[config.mk]
export PLATFORM = sky130hd
export DESIGN_NAME = raster_test_pattern_generator_top_flat
export DESIGN_NICKNAME = d
export VERILOG_FILES = /design/src/design/rtpg_pkg.sv /design/src/design/rtpg_if.sv /design/src/design/rtpg_pixel.sv /design/src/design/rtpg_serial.sv /design/src/design/raster_test_pattern_generator_top.sv /design/src/flat_wrapper.sv
export SDC_FILE = /design/constraint.sdc
export NUM_CORES = 1
export LEC_CHECK = 0
export ABC_AREA = 1
export CAP_MARGIN = 10
export CORE_MARGIN = 2
export CORE_UTILIZATION = 39
export DETAILED_ROUTE_END_ITERATION = 8
export DONT_BUFFER_PORTS = 1
export SETUP_SLACK_MARGIN = 0.15
export SLEW_MARGIN = 30
export SYNTH_ARGS = -nofsm -noshare
export SYNTH_HDL_FRONTEND = slang
export SYNTH_SLANG_ARGS = --single-unit
[constraint.sdc]
create_clock -name clk -period 5.45 [get_ports clk]
set_input_delay 0 -clock clk [delete_from_list [all_inputs] [get_ports clk]]
set_output_delay 0 -clock clk [all_outputs]
set_load 0.01 [all_outputs]
[src/design/rtpg_pkg.sv]
// ---------------------------------------------------------------------------
// rtpg_pkg
// Shared constants and types of the raster test pattern generator.
// ---------------------------------------------------------------------------
package rtpg_pkg;

	// Coordinate width and largest usable frame size
	localparam int COORD_BITS = 13;
	localparam logic [15:0] COORD_MAX = 16'((1 << COORD_BITS) - 2);

	// Configuration register widths and reset values
	localparam int SIZE_BITS  = 13;
	localparam int BLOCK_BITS = 16;
	localparam int PIB_BITS   = 14;
	localparam logic [SIZE_BITS-1:0]  WIDTH_RST  = 13'd512;
	localparam logic [SIZE_BITS-1:0]  HEIGHT_RST = 13'd512;
	localparam logic [BLOCK_BITS-1:0] BLOCK_RST  = 16'd4096;

	// Register indexes
	localparam logic [1:0] REG_FRAME_WIDTH  = 2'd0;
	localparam logic [1:0] REG_FRAME_HEIGHT = 2'd1;
	localparam logic [1:0] REG_BLOCK_WORDS  = 2'd2;

	// Word tags and flags
	localparam logic [15:0] TAG_X       = 16'h8000;
	localparam logic [15:0] TAG_Y       = 16'h4000;
	localparam logic [15:0] FLAG_LINE   = 16'h1000;
	localparam logic [15:0] FLAG_FRAME  = 16'h3000;
	localparam logic [15:0] OFFSET_STEP = 16'd8;
	localparam logic [15:0] OFFSET_MAX  = 16'hFFF0;

	// One generated pixel, handed to the word serializer
	typedef struct packed {
		logic                  hdr;
		logic [COORD_BITS-1:0] x;
		logic [COORD_BITS-1:0] y;
		logic [15:0]           z;
	} pix_t;

endpackage

[src/design/rtpg_if.sv]
// ---------------------------------------------------------------------------
// rtpg_if
// Handshake channels of the raster test pattern generator.
// ---------------------------------------------------------------------------

// Tick channel: one item with advance set requests the next pixel
interface rtpg_in_if;
	logic valid;
	logic ready;
	logic advance;

	modport source (output valid, output advance, input ready);
	modport sink   (input valid, input advance, output ready);
endinterface

// Stream channel: one item is one output word
interface rtpg_out_if;
	logic        valid;
	logic        ready;
	logic [15:0] word;
	logic        is_header;
	logic        last;

	modport source (output valid, output word, output is_header, output last, input ready);
	modport sink   (input valid, input word, input is_header, input last, output ready);
endinterface

[src/design/rtpg_pixel.sv]
// ---------------------------------------------------------------------------
// rtpg_pixel
// Scan position, frame offset and block counter; produces one pixel per tick with advance set.
// ---------------------------------------------------------------------------
module rtpg_pixel
	import rtpg_pkg::*;
(
	input  logic                  clk,
	input  logic                  arst_n,
	rtpg_in_if.sink               tick,
	input  logic [SIZE_BITS-1:0]  frame_width,
	input  logic [SIZE_BITS-1:0]  frame_height,
	input  logic [BLOCK_BITS-1:0] block_words,
	output logic                  pix_valid,
	input  logic                  pix_ready,
	output pix_t                  pix
);

	logic [COORD_BITS-1:0] pos_x_q, pos_y_q;
	logic [15:0]           offset_q;
	logic [PIB_BITS-1:0]   pib_q;
	logic                  valid_s1;
	pix_t                  pix_s1;

	logic [COORD_BITS-1:0] w, h, x_a, y_a, x_n, y_n, pos_x_n, pos_y_n;
	logic [15:0]           off_inc, off_n, z_n;
	logic [PIB_BITS-1:0]   per_block, pib_n;
	logic [PIB_BITS:0]     pib_inc;
	logic                  x_wrap, f_wrap, go;

	// Clamp frame sizes to 1..COORD_MAX
	always_comb begin
		if (frame_width == '0) begin
			w = COORD_BITS'(1);
		end else if (16'(frame_width) > COORD_MAX) begin
			w = COORD_MAX[COORD_BITS-1:0];
		end else begin
			w = COORD_BITS'(frame_width);
		end
		if (frame_height == '0) begin
			h = COORD_BITS'(1);
		end else if (16'(frame_height) > COORD_MAX) begin
			h = COORD_MAX[COORD_BITS-1:0];
		end else begin
			h = COORD_BITS'(frame_height);
		end
	end

	// Position step with line and frame wrap; frame offset step on frame wrap
	always_comb begin
		x_wrap  = pos_x_q > w;
		x_a     = x_wrap ? COORD_BITS'(1) : pos_x_q;
		y_a     = x_wrap ? pos_y_q + COORD_BITS'(1) : pos_y_q;
		f_wrap  = y_a > h;
		x_n     = f_wrap ? COORD_BITS'(1) : x_a;
		y_n     = f_wrap ? COORD_BITS'(1) : y_a;
		pos_x_n = (x_wrap || f_wrap) ? COORD_BITS'(2) : pos_x_q + COORD_BITS'(1);
		pos_y_n = y_n;
		off_inc = offset_q + OFFSET_STEP;
		if (!f_wrap) begin
			off_n = offset_q;
		end else if (off_inc > OFFSET_MAX) begin
			off_n = '0;
		end else begin
			off_n = off_inc;
		end
	end

	// Value word
	always_comb begin
		z_n = {4'd0, x_n[7:0] + off_n[7:0], 4'd0};
		if (x_n == COORD_BITS'(1)) begin
			z_n = z_n | FLAG_LINE;
		end
		if (x_n == COORD_BITS'(1) && y_n == COORD_BITS'(1)) begin
			z_n = z_n | FLAG_FRAME;
		end
	end

	// Block counter
	always_comb begin
		per_block = block_words[BLOCK_BITS-1:2];
		if (per_block == '0) begin
			per_block = PIB_BITS'(1);
		end
		pib_inc = {1'b0, pib_q} + (PIB_BITS+1)'(1);
		pib_n   = (pib_inc >= {1'b0, per_block}) ? '0 : pib_inc[PIB_BITS-1:0];
	end

	assign tick.ready = !valid_s1;
	assign go         = tick.valid && tick.ready && tick.advance;

	// State and pixel register
	always_ff @(posedge clk or negedge arst_n) begin
		if (!arst_n) begin
			pos_x_q  <= COORD_BITS'(1);
			pos_y_q  <= COORD_BITS'(1);
			offset_q <= '0;
			pib_q    <= '0;
			valid_s1 <= 1'b0;
		end else begin
			if (go) begin
				pos_x_q  <= pos_x_n;
				pos_y_q  <= pos_y_n;
				offset_q <= off_n;
				pib_q    <= pib_n;
				valid_s1 <= 1'b1;
			end else if (pix_ready) begin
				valid_s1 <= 1'b0;
			end
		end
	end

	always_ff @(posedge clk) begin
		if (go) begin
			pix_s1.hdr <= (pib_q == '0);
			pix_s1.x   <= x_n;
			pix_s1.y   <= y_n;
			pix_s1.z   <= z_n;
		end
	end

	assign pix_valid = valid_s1;
	assign pix       = pix_s1;

endmodule

[src/design/rtpg_serial.sv]
// ---------------------------------------------------------------------------
// rtpg_serial
// Splits one pixel into an optional block header, x, y and two value words, one per cycle while the stream is ready.
// ---------------------------------------------------------------------------
module rtpg_serial
	import rtpg_pkg::*;
(
	input  logic                  clk,
	input  logic                  arst_n,
	input  logic                  pix_valid,
	output logic                  pix_ready,
	input  pix_t                  pix,
	input  logic [BLOCK_BITS-1:0] block_words,
	rtpg_out_if.source            stream
);

	localparam logic [2:0] WORD_HDR = 3'd0;
	localparam logic [2:0] WORD_X   = 3'd1;
	localparam logic [2:0] WORD_Y   = 3'd2;
	localparam logic [2:0] WORD_Z0  = 3'd3;
	localparam logic [2:0] WORD_Z1  = 3'd4;

	logic       busy_q;
	logic [2:0] idx_q;
	pix_t       pix_q;
	logic       done;

	assign done      = stream.valid && stream.ready && (idx_q == WORD_Z1);
	assign pix_ready = !busy_q || done;

	// Word index and busy flag
	always_ff @(posedge clk or negedge arst_n) begin
		if (!arst_n) begin
			busy_q <= 1'b0;
			idx_q  <= WORD_HDR;
		end else begin
			if (pix_ready) begin
				busy_q <= pix_valid;
				idx_q  <= pix.hdr ? WORD_HDR : WORD_X;
			end else if (stream.ready) begin
				idx_q <= idx_q + 3'd1;
			end
		end
	end

	always_ff @(posedge clk) begin
		if (pix_ready && pix_valid) begin
			pix_q <= pix;
		end
	end

	// Output word select
	always_comb begin
		stream.is_header = 1'b0;
		stream.last      = 1'b0;
		unique case (idx_q)
			WORD_HDR: begin
				stream.word      = block_words;
				stream.is_header = 1'b1;
			end
			WORD_X:  stream.word = TAG_X | 16'(pix_q.x);
			WORD_Y:  stream.word = TAG_Y | 16'(pix_q.y);
			WORD_Z0: stream.word = pix_q.z;
			WORD_Z1: begin
				stream.word = pix_q.z;
				stream.last = 1'b1;
			end
			default: stream.word = pix_q.z;
		endcase
	end

	assign stream.valid = busy_q;

endmodule

[src/design/raster_test_pattern_generator_top.sv]
// ---------------------------------------------------------------------------
// raster_test_pattern_generator_top
// Synthetic raster source: four words per pixel plus a header word per block.
// ---------------------------------------------------------------------------
// Path: an accepted tick with advance set is registered in the pixel register,
//   then in the serializer register, which shows the first word of its pixel.
// Throughput: one output word per cycle while the stream is ready; the word
//   serializer sets this. Idle ticks give no words; ticks overlap pixel output.
// Reset: position 1,1, frame offset 0, block counter 0, registers at defaults.
module raster_test_pattern_generator_top
	import rtpg_pkg::*;
(
	input  logic                  clk,
	input  logic                  arst_n,
	rtpg_in_if.sink               tick,
	rtpg_out_if.source            stream,
	input  logic                  write_en,
	input  logic [1:0]            reg_index,
	input  logic [BLOCK_BITS-1:0] write_data
);

	logic [SIZE_BITS-1:0]  frame_width_q;
	logic [SIZE_BITS-1:0]  frame_height_q;
	logic [BLOCK_BITS-1:0] block_words_q;
	logic                  pix_valid, pix_ready;
	pix_t                  pix;

	// Configuration registers
	always_ff @(posedge clk or negedge arst_n) begin
		if (!arst_n) begin
			frame_width_q  <= WIDTH_RST;
			frame_height_q <= HEIGHT_RST;
			block_words_q  <= BLOCK_RST;
		end else if (write_en) begin
			unique case (reg_index)
				REG_FRAME_WIDTH:  frame_width_q  <= write_data[SIZE_BITS-1:0];
				REG_FRAME_HEIGHT: frame_height_q <= write_data[SIZE_BITS-1:0];
				REG_BLOCK_WORDS:  block_words_q  <= write_data;
				default: ;
			endcase
		end
	end

	rtpg_pixel u_pixel (
		.clk          (clk),
		.arst_n       (arst_n),
		.tick         (tick),
		.frame_width  (frame_width_q),
		.frame_height (frame_height_q),
		.block_words  (block_words_q),
		.pix_valid    (pix_valid),
		.pix_ready    (pix_ready),
		.pix          (pix)
	);

	rtpg_serial u_serial (
		.clk         (clk),
		.arst_n      (arst_n),
		.pix_valid   (pix_valid),
		.pix_ready   (pix_ready),
		.pix         (pix),
		.block_words (block_words_q),
		.stream      (stream)
	);

endmodule

[src/flat_wrapper.sv]
// flat-port wrapper written by rule: the top's interface ports become plain ports
module raster_test_pattern_generator_top_flat import rtpg_pkg::*;
  (clk, arst_n, write_en, reg_index, write_data, tick_valid, tick_advance, tick_ready, stream_valid, stream_word, stream_is_header, stream_last, stream_ready);
  rtpg_in_if tick_i ();
  rtpg_out_if stream_i ();
  input  logic clk;
  input  logic arst_n;
  input  logic write_en;
  input  logic [1:0] reg_index;
  input  logic [BLOCK_BITS-1:0] write_data;
  input wire logic [$bits(tick_i.valid)-1:0] tick_valid;
  input wire logic [$bits(tick_i.advance)-1:0] tick_advance;
  output wire logic [$bits(tick_i.ready)-1:0] tick_ready;
  output wire logic [$bits(stream_i.valid)-1:0] stream_valid;
  output wire logic [$bits(stream_i.word)-1:0] stream_word;
  output wire logic [$bits(stream_i.is_header)-1:0] stream_is_header;
  output wire logic [$bits(stream_i.last)-1:0] stream_last;
  input wire logic [$bits(stream_i.ready)-1:0] stream_ready;
  assign tick_i.valid = tick_valid;
  assign tick_i.advance = tick_advance;
  assign tick_ready = tick_i.ready;
  assign stream_valid = stream_i.valid;
  assign stream_word = stream_i.word;
  assign stream_is_header = stream_i.is_header;
  assign stream_last = stream_i.last;
  assign stream_i.ready = stream_ready;
  raster_test_pattern_generator_top u_core (.clk(clk), .arst_n(arst_n), .tick(tick_i), .stream(stream_i), .write_en(write_en), .reg_index(reg_index), .write_data(write_data));
endmodule
* Yosys cells after proc, flatten, opt, wreduce, memory -nomap -nowiden
Cells that the tools add are included.
** Word-level totals
- Input bits :: 24
- Logic and storage cells :: 82
- Memory bits (writable) :: 0
- Output and inout bits :: 20
- Bits in registers :: 188
- ROM bits :: 0
- Bits in latches :: 0
- Memories kept :: 0
** Operators by class
- Add/sub/neg operators :: 6
- Muxes and demuxes :: 22
- Multiply operators :: 0
- Magnitude comparators :: 6
- Shifts and indexed selects :: 0
- Reductions and logical operators :: 22
- Equality and inequality tests :: 7
- Div/mod/pow operators :: 0
- Bitwise operators :: 0
** Operators with widths (count)
- two-way mux 13 bit :: 10
- case mux 16 bit (3 select lines) :: 1
- logical NOT 14 bit :: 2
- two-way mux 14 bit :: 2
- adder 13 x 1 -> 13 bit, second input constant :: 2
- equality test 13 x 1 -> 1 bit, second input constant :: 2
- greater-than comparator 13 bit :: 2
- greater-than comparator 13 bit, second input constant :: 2
- logical NOT 13 bit :: 2
- adder 16 x 4 -> 16 bit, second input constant :: 1
- greater-than comparator 16 bit, second input constant :: 1
- two-way mux 16 bit :: 1
- adder 14 x 1 -> 15 bit, second input constant :: 1
- >= comparator 15 x 14 -> 1 bit :: 1
- adder 8 bit :: 1
- two-way mux 8 bit :: 1
- AND reduction 2 bit :: 4
- logical AND 1 bit :: 6
- two-way mux 3 bit :: 2
- two-way mux 1 bit :: 5
- nonzero test 2 bit :: 2
- adder 3 x 1 -> 3 bit, second input constant :: 1
- equality test 3 x 1 -> 1 bit, second input constant :: 1
- equality test 3 x 2 -> 1 bit, second input constant :: 1
- other kinds (7) :: 9

* Logic depth before layout (Yosys ltp)
- Depth in word-level cells :: 9
- Mapped depth :: 37
- Gate-level depth less buffers :: 35

* Cells and area by module
Synthesis repeated with hierarchy kept, for this count alone.
** Second synthesis, totals
- Cell total of the unflattened synthesis :: 1235
- Area, all modules :: 10457.5 sq um
** By module, submodules not included
- rtpg_pixel :: seq. area each 2539.9 sq um, area each 6483.7 sq um, times used 1, cells each 842
- rtpg_serial :: seq. area each 1361.3 sq um, area each 2157.1 sq um, times used 1, cells each 204
- raster_test_pattern_generator_top :: seq. area each 1054.8 sq um, area each 1816.7 sq um, times used 1, cells each 189

* Worst setup path after synthesis
No wires, ideal clock.
- Path kind :: reg-to-reg
- Start :: reg u_core.frame_width_q[9]
- End :: reg u_core.u_pixel.pix_s1, in the netlist u_core.u_pixel.pix[10], data pin
- Path slack :: 0.781 ns
- Arrival time :: 4.412 ns
- Buffers on the path :: 3
- Clock period less this slack :: 4.669 ns
- Cell stages (with the launch flop) :: 34
- Cells stage by stage :: dfstp_2 > inv_1 > nor4_1 > nand3_1 > a32o_1 > ha_1 > nand3_1 > nor2_1 > nand3_2 > nand2_4 > buf_6 > nand2_1 > nand2_1 > inv_1 > ha_1 > nand2_1 > nand2_1 > nand3_1 > nand2_1 > o21ai_1 > nand2_1 > nand2_1 > buf_4 > buf_6 > nor2_4 > nor2_1 > ha_1 > inv_1 > fa_1 > o21ai_0 > a21oi_1 > nor2_1 > nor2_1 > xnor2_1
** Between the ends
- Word-level cells in the longest chain between the ends :: 9
- Elaborated cells between the ends (all ways) :: 12
- Classes of those cells :: add/sub (1); order compare (3); mux (7); reduce/logical (1)
** RTL lines
- from (decl) :: line raster_test_pattern_generator_top.sv:22 : logic [SIZE_BITS-1:0] frame_width_q;
- from (signal assigned) :: line raster_test_pattern_generator_top.sv:36 : REG_FRAME_WIDTH: frame_width_q <= write_data[SIZE_BITS-1:0];
- greater-than comparator 13 bit :: line rtpg_pixel.sv:35 : end else if (16'(frame_width) > COORD_MAX) begin
- two-way mux 13 bit :: line rtpg_pixel.sv:35
- two-way mux 13 bit * :: line rtpg_pixel.sv:33 : if (frame_width == '0) begin
- greater-than comparator 13 bit * :: line rtpg_pixel.sv:51 : x_wrap = pos_x_q > w;
- two-way mux 13 bit * :: line rtpg_pixel.sv:53 : y_a = x_wrap ? pos_y_q + COORD_BITS'(1) : pos_y_q;
- greater-than comparator 13 bit * :: line rtpg_pixel.sv:54 : f_wrap = y_a > h;
- two-way mux 8 bit * :: line rtpg_pixel.sv:60 : if (!f_wrap) begin
- named net u_core.u_pixel.off_n[0] :: line rtpg_pixel.sv:26 : logic [15:0] off_inc, off_n, z_n;
- adder 8 bit * :: line rtpg_pixel.sv:71 : z_n = {4'd0, x_n[7:0] + off_n[7:0], 4'd0};
- two-way mux 13 bit * :: line rtpg_pixel.sv:72 : if (x_n == COORD_BITS'(1)) begin
- named net u_core.u_pixel.z_n[10] :: line rtpg_pixel.sv:26
- to (decl) :: line rtpg_pixel.sv:23 : pix_t pix_s1;
The timed path passes the listed nets; every way through them passes the cells marked *.
A chain may end at the register's enable or synchronous reset.

* Final worst setup path
- Start :: reg u_core.frame_width_q[3]
- End :: reg u_core.u_pixel.pix_s1, in the netlist u_core.u_pixel.pix[11], data pin
The elaborated chain is that of the path after synthesis.

==> metrics.md <==
| Metric | Value |
|---|---|
| Syn nets | `1209` |
| Most common cell after layout, fill and taps aside | `nand2_1` |
| Die ar. | `26200 um^2` |
| Critical path's slowest cell | `dfrtp_1` |
| Compound-Gate Fraction of Synth Area | `8.38%` |
| Post-DRT Antenna Nets | `0` |
| Share of cells above drive strength 1 | `9.85%` |
| Period Utilization, post-route | `89.4%` |
| Placed cells | `1433` |
| Hold Path Depth | `4` |
| DR iter-0 viols | `664` |
| Final nets | `1235` |
| Pwr Density | `471 nW/um^2` |
| I/O pin count | `44` |
| Synth unique cells | `47` |
| Initial antenna violation count | `0` |
| Ys async rst share | `58.5%` |
| Worst Hold Class | `in -> reg` |
| H-tree depth | `4` |
| CTS Buf Count | `17` |
| Worst path max stage delay | `0.39 ns` |
| R2r setup slk | `0.58 ns` |
| Area grow syn2layout | `13.8%` |
| TritonRoute pass-1 iters | `7` |
| Global Route Usage Sum | `19.1%` |
| CP Buf/Inv Count | `8` |
| Post-synthesis sequential area ratio | `49.2%` |
| Vias per inst | `5.07` |
| Worst r2r path cells | `36` |
| #FFs+latches synth | `176` |
| Total power | `0.00520 W` |
| Register area | `4780 um^2` |
| Mapped Area | `9700 um^2` |
| CP max FO | `9` |
| Worst slew pin tran | `0.876 ns` |
| Synthesized instance count | `1128` |
| Wirelength per Cell | `16.3 um` |
| Vias in the first global route | `7234` |
| Adder-Cell Fraction of Synth Area | `7.43%` |
| Post-layout min period | `4.87 ns` |
| Post-Syn Area per Cell | `8.60 um^2` |
| Clock Skews | `0.0117 ns` |
| Drt total wl | `24.4 mm` |
| GR Overflow Total | `0` |
| Rows | `57` |
| Setup-violating endpoint count in the final report | `0` |
| Setup crit start kind | `flop` |
| Initial Util | `39.8%` |
| HPWL Detailed | `17.8 mm` |
| CTS tree | `built` |
| First-pass GRT wire length | `38.9 mm` |
| PortBufs | `0` |
| CP dominant cell by count | `nand2_1` |
| Family with the most delay on the worst path | `simple AND/OR/NAND/NOR gates` |
| Sink Count | `176` |
| Worst slew margin | `41.5%` |
| Fill count | `2364` |
| Diodes inserted | `0` |
| WP data required | `5.64 ns` |
| Die extent in y | `162 um` |
| Path length in cells of the critical path | `36` |
| Worst Path Arrival | `5.07 ns` |
| Max Cap Violations | `0` |
| Mux share of post-synthesis cell area | `0%` |
| RSZ-0062 raised after global routing | `false` |
| Crit end category | `flop` |
| DRC Markers | `0` |
| Post-Synth XOR/XNOR Area | `2.44%` |
| Most frequent cells in the layout | `nand2_1 (287), inv_1 (171), dfrtp_1 (98)` |
| Post-route insts no fill | `1491` |
| Clock Pin Slew Worst Setup and Hold Paths | `0.08 ns` |
| Total Neg Setup Slack | `0 ns` |
| Root buffer cell | `clkbuf_16` |
| Clk_lat worst skew | `0.44 ns` |
| Pins Over Slew Limit | `0` |
| Hold Fails Final Rpt | `0` |
| Achievable Freq | `205 MHz` |
| Synth Flop Type | `dfrtp_1` |
| Critical setup path kind | `reg -> reg` |
| Die width | `162 um` |
| Status | `complete, no violations` |
| Multi-input logic area | `4210 um^2` |
| Largest family of logic cells by synthesized area | `simple AND/OR/NAND/NOR gates` |
| Routed vias | `7561` |
| Largest net degree at the start of global routing | `104` |
| Core area | `24400 um^2` |
| EDFF count, synth | `73` |
| Clk buf depth | `2` |
| Synth warn | `0` |
| Leakage | `5.16 nW` |
| VDD IR max | `0.201 mV` |
| Gpl congestion | `0.895` |
| Synth Area in Simple Gates | `23.8%` |
## cell type report
| type | instances | share of cell area [%] |
|---|---|---|
| Clock inverter | 11 | 0.782 |
| Multi-Input combinational cell | 740 | 38.1 |
| Timing Repair Buffer | 33 | 3.13 |
| Tap cell | 324 | 3.67 |
| Clock buffer | 21 | 4.66 |
| Sequential cell | 176 | 43.3 |
| Inverter | 186 | 6.39 |
## path summary, 6_finish.rpt
| path | from | endpoint |
|---|---|---|
| max in group asynchronous | arst_n | u_core.block_words_q[11] |
| worst max register to register | u_core.frame_width_q[3] | u_core.u_pixel.pix[11] |
| worst max-delay path | u_core.frame_width_q[3] | u_core.u_pixel.pix[11] |
| worst min register to register | u_core.u_pixel.pix[7] | u_core.u_serial.pix_q[7] |
| min in group asynchronous | arst_n | u_core.u_pixel.pix_valid |
| worst min-delay path | tick_valid | u_core.u_pixel.pib_q[7] |
## where the power goes
part,internal (W),switching (W)
Clock,0.000687,0.000555
Combinational,0.000663,0.00135
Sequential,0.00173,0.000214
Total,0.00308,0.00212
## cells in the mapped netlist, types with 2 or more instances
cell type | number | share of area (%)
nor3_1 | 17 | 0.88
clkbuf_1 | 18 | 0.70
buf_6 | 6 | 0.70
nand2_2 | 9 | 0.58
nand4_1 | 34 | 2.2
nand2_1 | 289 | 11
a32o_1 | 2 | 0.21
inv_1 | 174 | 6.7
edfxtp_1 | 73 | 23
xnor2_1 | 6 | 0.54
clkinv_1 | 2 | 0.077
nor3b_1 | 2 | 0.15
xor2_1 | 21 | 1.9
nand3_2 | 3 | 0.31
o2111ai_1 | 9 | 0.81
ha_1 | 56 | 7.2
nand2_4 | 3 | 0.35
nand3_1 | 58 | 3.0
o31ai_1 | 2 | 0.15
o211ai_1 | 2 | 0.15
nor4_1 | 14 | 0.90
o21ai_1 | 13 | 0.67
o41ai_1 | 2 | 0.18
dfstp_2 | 5 | 1.4
nor2_1 | 65 | 2.5
o21ai_0 | 76 | 3.9
nand3b_1 | 3 | 0.23
inv_2 | 10 | 0.39
a21oi_1 | 28 | 1.4
o22ai_1 | 2 | 0.13
dfrtp_1 | 98 | 25
a211oi_1 | 2 | 0.15
nor2_4 | 6 | 0.70
nor3_2 | 2 | 0.21
nor2_2 | 4 | 0.26
## cells by family (layout without fill, tap and decap cells)
| group | Yosys count | in the layout |
|---|---|---|
| buffers and inverters | 212 | 251 |
| and+or+nand+nor | 513 | 513 |
| adders and majority gates | 57 | 57 |
| xor gates and xnor gates | 27 | 27 |
| AOI/OAI and AO/OA | 143 | 143 |
| DFF | 176 | 176 |
## worst min-delay path, cell delays in order
cell and delay, ns:
nand3_2 0.06, buf_4 0.29, nand2_1 0.12, nand2_1 0.05
## through the flow
| stage | utilization, % | setup WS (ns) | hold slack, ns | cell area (um^2) |
|---|---|---|---|---|
| 2_1_floorplan | - | 0.781 | -0.296 | 9700 |
| 3_3_place_gp | 41.1 | 0.324 | -0.291 | 10000 |
| 3_5_place_dp | 41.2 | 0.214 | -0.289 | 10000 |
| 4_1_cts | 44.6 | 0.189 | 0.120 | 10900 |
| 5_1_grt | 45.3 | 0.121 | 0.150 | 11000 |
| 6_report | 45.3 | 0.578 | 0.121 | 11000 |
## sequential cells by signal (all words and copies together), names as in the netlist
register and flops:
u_core.u_serial.pix_q 36, u_core.block_words_q 16, u_core.u_pixel.pos_x_q 13, u_core.u_pixel.pib_q 14
u_core.u_pixel.pos_y_q 13, u_core.u_serial.stream.valid 1, u_core.u_pixel.offset_q 16, u_core.frame_width_q 13
u_core.u_serial.idx_q 3, u_core.u_pixel.pix_valid 1, u_core.u_pixel.pix 37, u_core.frame_height_q 13
## timing repair
item                                    4_1_cts  5_1_grt
endpoints found under the setup margin        0        4
setup buffers                                 0        5
gates resized for setup                       0       32
hold endpoints to repair                    159        0
hold buffers                                 21        0
## layer usage
layer  vias up  track usage [%]  routed length (um)
li1       3765                -                   -
met2       199             32.6               11800
met3        24             3.55                1030
met5         -                0                   0
met4         0             4.59                 325
met1      3573             25.3               11200
Power figures use the tool's default switching activity.
